### src/design/cpr_pkg.sv
// Shared types and constants for the clock page replacement block.
package cpr_pkg;

   localparam int FRAME_W            = 8;
   localparam int COUNT_W            = 9;
   localparam int MAX_FRAMES_DEFAULT = 256;
   localparam logic [COUNT_W-1:0] COUNT_RESET = 9'd256;

   localparam logic ACT_ACCESS = 1'b0;
   localparam logic ACT_EVICT  = 1'b1;

   typedef enum logic [1:0] {
      ST_CLEAR,
      ST_IDLE,
      ST_READ,
      ST_TEST
   } state_type;

   typedef struct packed {
      logic clear;
      logic set_bit;
      logic wrap_hand;
      logic read;
      logic step;
      logic emit;
   } cmd_type;

   typedef struct packed {
      logic bit_set;
      logic clear_last;
   } status_type;

endpackage

### src/design/clock_page_replacement_core.sv
// Top level of the clock (second-chance) page replacement block.
//
// Request channel: raise start with req_action and req_frame; the word is
// taken at the edge where start is high and busy is low. Action access sets
// the reference bit of req_frame (frames at or above the frame count are
// dropped) and gives no response; busy stays low.
// Action evict sweeps from the clock hand. Each step reads the bit at the
// hand from the bit memory (state ST_READ) and tests it (state ST_TEST); a set bit
// is cleared and the hand advances. An evict holds busy through one such step
// for each of the k set bits swept (k at most the frame count) and a final
// read and test; the response word is on rsp_strobe and rsp_victim_frame for one
// cycle, registered from the final test; the next request may already be taken.
// Configuration: csr_write_enable with csr_write_data loads the frame count
// (0 reads as 1, values above MAX_FRAMES read as MAX_FRAMES); write it idle.
// Reset sets the hand to zero and the count to 256, then a clearing pass over
// the MAX_FRAMES entries zeroes all reference bits with busy held high.
// The receiver cannot stall; each response word is valid for one cycle only.
module clock_page_replacement_core #(
   parameter int MAX_FRAMES = cpr_pkg::MAX_FRAMES_DEFAULT
) (
   input  logic                        clock,
   input  logic                        reset,
   input  logic                        start,
   output logic                        busy,
   input  logic                        req_action,
   input  logic [cpr_pkg::FRAME_W-1:0] req_frame,
   output logic                        rsp_strobe,
   output logic [cpr_pkg::FRAME_W-1:0] rsp_victim_frame,
   input  logic                        csr_write_enable,
   input  logic [cpr_pkg::COUNT_W-1:0] csr_write_data
);
   import cpr_pkg::*;

   cmd_type    cmd;
   status_type status;

   cpr_ctrl u_ctrl (
      .clock      (clock),
      .reset      (reset),
      .start      (start),
      .req_action (req_action),
      .status     (status),
      .cmd        (cmd),
      .busy       (busy)
   );

   cpr_datapath #(
      .MAX_FRAMES (MAX_FRAMES)
   ) u_datapath (
      .clock            (clock),
      .reset            (reset),
      .cmd              (cmd),
      .status           (status),
      .req_frame        (req_frame),
      .csr_write_enable (csr_write_enable),
      .csr_write_data   (csr_write_data),
      .rsp_strobe       (rsp_strobe),
      .rsp_victim_frame (rsp_victim_frame)
   );

`ifndef SYNTHESIS
   a_strobe_after_scan: assert property (@(posedge clock) disable iff (reset)
      rsp_strobe |-> $past(busy))
      else $error("response word without a preceding sweep");

   a_scan_end_strobes: assert property (@(posedge clock) disable iff (reset)
      ($fell(busy) && !$past(cmd.clear)) |-> rsp_strobe)
      else $error("sweep ended without a response word");

   a_access_single_cycle: assert property (@(posedge clock) disable iff (reset)
      (start && !busy && (req_action == ACT_ACCESS)) |=> (!busy && !rsp_strobe))
      else $error("access word started a sweep or a response");

   a_evict_starts_scan: assert property (@(posedge clock) disable iff (reset)
      (start && !busy && (req_action == ACT_EVICT)) |=> busy)
      else $error("evict word did not start a sweep");
`endif

endmodule

### src/design/cpr_ctrl.sv
// Controller state machine sequencing accesses and eviction sweeps.
module cpr_ctrl (
   input  logic               clock,
   input  logic               reset,
   input  logic               start,
   input  logic               req_action,
   input  cpr_pkg::status_type status,
   output cpr_pkg::cmd_type    cmd,
   output logic               busy
);
   import cpr_pkg::*;

   state_type state_ff;
   state_type state_in;

   always_ff @(posedge clock) begin
      if (reset) begin
         state_ff <= ST_CLEAR;
      end else begin
         state_ff <= state_in;
      end
   end

   always_comb begin
      state_in      = state_ff;
      cmd           = '0;
      busy          = 1'b1;
      unique case (state_ff)
         ST_CLEAR: begin
            cmd.clear = 1'b1;
            if (status.clear_last) begin
               state_in = ST_IDLE;
            end
         end
         ST_IDLE: begin
            busy = 1'b0;
            if (start) begin
               if (req_action == ACT_EVICT) begin
                  cmd.wrap_hand = 1'b1;
                  state_in      = ST_READ;
               end else begin
                  cmd.set_bit = 1'b1;
               end
            end
         end
         ST_READ: begin
            cmd.read = 1'b1;
            state_in = ST_TEST;
         end
         ST_TEST: begin
            if (status.bit_set) begin
               cmd.step = 1'b1;
               state_in = ST_READ;
            end else begin
               cmd.emit = 1'b1;
               state_in = ST_IDLE;
            end
         end
         default: begin
            state_in = ST_IDLE;
         end
      endcase
   end

endmodule

### src/design/cpr_datapath.sv
// Reference bits, clock hand, frame count register and result register.
module cpr_datapath #(
   parameter int MAX_FRAMES = cpr_pkg::MAX_FRAMES_DEFAULT
) (
   input  logic                          clock,
   input  logic                          reset,
   input  cpr_pkg::cmd_type              cmd,
   output cpr_pkg::status_type           status,
   input  logic [cpr_pkg::FRAME_W-1:0]   req_frame,
   input  logic                          csr_write_enable,
   input  logic [cpr_pkg::COUNT_W-1:0]   csr_write_data,
   output logic                          rsp_strobe,
   output logic [cpr_pkg::FRAME_W-1:0]   rsp_victim_frame
);
   import cpr_pkg::*;

   localparam int IDX_W = (MAX_FRAMES > 1) ? $clog2(MAX_FRAMES) : 1;
   localparam int N_W   = $clog2(MAX_FRAMES + 1);
   localparam int EXT_W = (N_W > COUNT_W) ? N_W : COUNT_W;

   logic [COUNT_W-1:0]    frame_count_ff;
   logic                  ref_mem [MAX_FRAMES];
   logic                  rd_bit_ff;
   logic [IDX_W-1:0]      clr_ff;
   logic [IDX_W-1:0]      clr_in;
   logic [IDX_W-1:0]      hand_ff;
   logic [IDX_W-1:0]      hand_in;
   logic                  rsp_strobe_ff;
   logic [FRAME_W-1:0]    rsp_victim_ff;

   logic                     wr_en;
   logic [IDX_W-1:0]         wr_addr;
   logic                     wr_bit;
   logic [EXT_W-1:0]         count_ext;
   logic [EXT_W-1:0]         n_eff;
   logic [EXT_W-1:0]         frame_ext;
   logic [EXT_W-1:0]         hand_ext;
   logic [EXT_W-1:0]         hand_next_ext;
   logic [IDX_W+FRAME_W-1:0] hand_wide;

   always_comb begin
      count_ext = EXT_W'(frame_count_ff);
      if (count_ext == '0) begin
         n_eff = EXT_W'(1);
      end else if (count_ext > EXT_W'(MAX_FRAMES)) begin
         n_eff = EXT_W'(MAX_FRAMES);
      end else begin
         n_eff = count_ext;
      end
   end

   assign frame_ext     = EXT_W'(req_frame);
   assign hand_ext      = EXT_W'(hand_ff);
   assign hand_next_ext = hand_ext + EXT_W'(1);
   assign hand_wide     = {{FRAME_W{1'b0}}, hand_ff};

   assign status.bit_set    = rd_bit_ff;
   assign status.clear_last = (clr_ff == IDX_W'(MAX_FRAMES - 1));

   always_comb begin
      hand_in = hand_ff;
      clr_in  = clr_ff;
      wr_en   = 1'b0;
      wr_addr = hand_ff;
      wr_bit  = 1'b0;
      if (cmd.clear) begin
         wr_en   = 1'b1;
         wr_addr = clr_ff;
         clr_in  = clr_ff + IDX_W'(1);
      end
      if (cmd.set_bit && (frame_ext < n_eff)) begin
         wr_en   = 1'b1;
         wr_addr = frame_ext[IDX_W-1:0];
         wr_bit  = 1'b1;
      end
      if (cmd.wrap_hand && (hand_ext >= n_eff)) begin
         hand_in = '0;
      end
      if (cmd.step) begin
         wr_en   = 1'b1;
         wr_addr = hand_ff;
         wr_bit  = 1'b0;
         if (hand_next_ext >= n_eff) begin
            hand_in = '0;
         end else begin
            hand_in = hand_next_ext[IDX_W-1:0];
         end
      end
   end

   always_ff @(posedge clock) begin
      if (reset) begin
         frame_count_ff <= COUNT_RESET;
         clr_ff         <= '0;
         hand_ff        <= '0;
         rsp_strobe_ff  <= 1'b0;
      end else begin
         if (csr_write_enable) begin
            frame_count_ff <= csr_write_data;
         end
         clr_ff        <= clr_in;
         hand_ff       <= hand_in;
         rsp_strobe_ff <= cmd.emit;
      end
   end

   always_ff @(posedge clock) begin
      if (wr_en) begin
         ref_mem[wr_addr] <= wr_bit;
      end
      if (cmd.read) begin
         rd_bit_ff <= ref_mem[hand_ff];
      end
   end

   always_ff @(posedge clock) begin
      if (cmd.emit) begin
         rsp_victim_ff <= hand_wide[FRAME_W-1:0];
      end
   end

   assign rsp_strobe       = rsp_strobe_ff;
   assign rsp_victim_frame = rsp_victim_ff;

endmodule

### config.mk
export PLATFORM = sky130hd
export DESIGN_NAME = clock_page_replacement_core
export DESIGN_NICKNAME = d
export VERILOG_FILES = /design/src/design/cpr_pkg.sv /design/src/design/clock_page_replacement_core.sv /design/src/design/cpr_ctrl.sv /design/src/design/cpr_datapath.sv
export SDC_FILE = /design/constraint.sdc
export NUM_CORES = 1
export LEC_CHECK = 0
export BUFFER_PORTS_ARGS = -buffer_cell sky130_fd_sc_hd__buf_2
export CAP_MARGIN = 25
export CORE_UTILIZATION = 40
export DETAILED_ROUTE_END_ITERATION = 12
export PLACE_DENSITY = 0.65
export SLEW_MARGIN = 40
export SYNTH_ARGS = -nofsm -noshare
export SYNTH_HDL_FRONTEND = slang
export SYNTH_SLANG_ARGS = --single-unit
### constraint.sdc
create_clock -name clock -period 16.9 [get_ports clock]
set_clock_uncertainty 0.15 [all_clocks]
set_input_delay 3.38 -clock clock [delete_from_list [all_inputs] [get_ports clock]]
set_output_delay 3.38 -clock clock [all_outputs]
set_load 0.05 [all_outputs]
==> results.tsv <==
metric	value	unit
run status	completed	
Hold WC Path Type	flip-flop to flip-flop	
P per Cell Area	98.0	nW/um^2
Post-Syn Nets	1139	
R2R Setup Slk	12.17	ns
router iterations before antenna repair	5	
H-tree depth	1	
Post-synth top flop	edfxtp_1	
Mapped Area	13800	um^2
GRT Util Overall	19.0	%
Worst path top cell family by delay	compound AO/OA/AOI/OAI gates	
synthesized area per cell	12.7	um^2
routability cong.	0.838	
Req. time, crit path	17.00	ns
FMAX	148	MHz
Fillers	3015	
Slew Viols, Final	0	
Syn-to-layout area delta	11.5	%
Critical Path Source Type	input pin	
relative max-transition margin	42.8	%
Slew @ Worst Pin	0.857	ns
clock buffer depth	3	
Die X	188	um
Critical-path top delay cell	nand4_1	
clock period minus final worst setup slack	6.77	ns
largest net degree at the start of global routing	119	
post-DP HPWL	20600	um
VDD IR-drop max	83.4	uV
Crit Path Max Fanout	12	
initial core utilization	40.9	%
CP peak stage delay	0.72	ns
Buf/Inv on CP	1	
cell mode on critical path	a211oi_2	
crit path DAT	6.87	ns
post-CTS setup buffers	0	
Antenna Nets Post-Route	0	
critical-path cell list	buf_2, ha_1, a21oi_1, o21ai_0, a211oi_2, a221oi_1, a211oi_2, nand4_1, nor2_1	
antenna violations before repair	1	
RSZ-0062 raised after global routing	false	
kind of critical path	input pin to flip-flop	
CTS tree	built	
Post-Synthesis Cells	1091	
count of flip-flops with a built-in enable after synthesis	265	
die area	35300	um^2
Hold Vio Cnt, Final	0	
endpoint class of the critical path	flip-flop	
Register Area	8530	um^2
DRT iter0 DRCs	839	
post-cts resize count	0	
area of the multi-input gates	4960	um^2
Clock Pin Slew Worst Setup and Hold Paths	0.06	ns
setup_tns	0	ns
Finished Cell Area	15400	um^2
Placement Cell Area	14300	um^2
CORE AREA	33800	um^2
Seq/Total Area, Yosys	61.7	%
hold slack	0.351	ns
Post-Layout Cell Count	1561	
yosys warns	0	
vias in the first global route	8978	
layout cells sized above 1	15.9	%
Power, Total	1510	uW
wire per inst	21.4	um
Root Buffer	clkbuf_16	
post-synth cell types	65	
chip height	188	um
CTS Hold Bufs	0	
# setup viols final	0	
row count	67	
asr flop ratio synth	0	%
number of buffers created by CTS	31	
routed vias	9051	
clock sink count	293	
fin crit share	40.1	%
# port buffers	31	
final-stage net count	1135	
Max-Cap Viols	0	
global-route wire length before repair	51800	um
LEAKAGE	0.00505	uW
vias per cell	5.80	
DRC	0	
I/O pin total	32	
Placed Cells	1499	
remaining global-route overflow	0	
WL final	33300	um
Worst-Skew Late Latency	0.57	ns
Synth Register Bits	293	
[cells in the final DEF, fill, tap and decap left out, types with 7 or more instances in the layout]
cell type	instances
edfxtp_1	265
nor2_1	245
nand2_1	64
mux4_2	49
mux2i_1	41
nor3_1	38
clkbuf_16	31
buf_2	31
a21oi_1	28
ha_1	26
dfxtp_1	25
nand3_1	23
o21ai_0	13
a211oi_1	13
o22ai_1	13
nand2b_1	10
nand4_1	9
a22oi_1	9
a21o_1	8
clkinv_2	8
buf_4	8
or3_1	7
o211ai_1	7
nand3_2	7
[final cells by class]
type,count,share of cell area (%)
antenna,1,0.0163
clock buffer,38,5.27
clock inverter,20,1.41
inverter,7,0.171
multi-input combinational,708,32.2
sequential,293,55.4
tap,448,3.64
timing repair buffer,46,1.88
[layer usage]
metal | global-route usage, % | vias to the layer above | part of all wire, %
li1 | - | 4083 | -
met1 | 26.0 | 4521 | 42
met2 | 30.3 | 376 | 46
met3 | 3.28 | 71 | 7.7
met4 | 6.91 | 0 | 3.5
met5 | 0 | - | 0
[cell usage after synthesis (3+ instances only)]
library cell  number  area share, %
a211oi_1          14           0.76
a211oi_2           3           0.27
a21o_1             8           0.43
a21oi_1           28            1.0
a221oi_1           5           0.32
a22o_1             6           0.38
a22oi_1            9           0.49
a2bb2oi_2          3           0.33
a32o_1             3           0.22
a32oi_1            3           0.19
and2_0             3           0.14
and2_1             4           0.18
and3_1             6           0.27
buf_1              9           0.24
buf_2             29            1.1
clkbuf_1          41            1.1
dfxtp_1           28            4.1
edfxtp_1         265             58
ha_1              26            2.4
inv_1              5           0.14
mux2i_1           41            3.0
mux4_2            49            8.0
nand2_1           64            1.7
nand2b_1          10           0.45
nand3_1           30            1.1
nand4_1            9           0.41
nor2_1           247            6.7
nor2b_1            5           0.23
nor3_1            38            1.4
nor4_1             6           0.27
o211a_1            4           0.29
o211ai_1           7           0.38
o21ai_0           13           0.47
o22ai_1           13           0.59
o32a_1             3           0.22
or2_2              5           0.23
or3_1              7           0.32
xor2_1             5           0.32
[worst paths after layout]
| check | from | endpoint | depth (start not counted) |
|---|---|---|---|
| worst max-delay path | req_frame[2] | u_datapath.ref_mem[100]$_DFFE_PP_ | 9 |
| worst min register to register | u_datapath.clr_ff[1]$_SDFFE_PP0P_ | u_datapath.clr_ff[1]$_SDFFE_PP0P_ | 2 |
| worst min-delay path | u_datapath.clr_ff[1]$_SDFFE_PP0P_ | u_datapath.clr_ff[1]$_SDFFE_PP0P_ | 2 |
| worst max register to register | u_datapath.count_ext[8]$_SDFFE_PP1P_ | u_datapath.ref_mem[100]$_DFFE_PP_ | 10 |
[kinds of logic after synthesis]
family | after synthesis | synth area share, %
and+or+nand+nor | 444 | 14.1
DFF | 293 | 61.7
AOI/OAI and AO/OA | 140 | 7.50
muxes | 91 | 11.0
buffers and inverters | 90 | 2.87
adders and majority gates | 26 | 2.36
xor gates and xnor gates | 7 | 0.444
[per-stage QoR]
stage / utilization [%] / setup slack, ns
after floorplan: - / 4.20
after global placement: 42.2 / 8.88
after detailed placement: 42.4 / 9.49
after CTS: 45.4 / 10.11
after global routing: 45.6 / 9.88
final: 45.6 / 10.13
[tightest hold or removal path: cells and delay by family, from the launching register on]
family           cells  cell delay [ns]
AND/OR/NAND/NOR      1             0.06
flip-flops           1             0.33
AO/OA/AOI/OAI        1             0.06
[registers in the layout (all words and copies together) (netlist names)]
signal / flops
u_ctrl.state_ff: 2
u_datapath.count_ext: 9
u_datapath.rsp_strobe: 1
u_datapath.hand_ff: 8
u_datapath.ref_mem: 256
u_datapath.rd_bit_ff: 1
u_datapath.rsp_victim_frame: 8
u_datapath.clr_ff: 8
[where the power goes]
group / leakage (uW) / total (uW) / internal, uW / switching [uW]
clock network: 0.000500 / 688 / 403 / 285
logic: 0.00163 / 38.8 / 10.7 / 28.1
registers: 0.00293 / 782 / 780 / 1.99
Power figures use the tool's default switching activity.
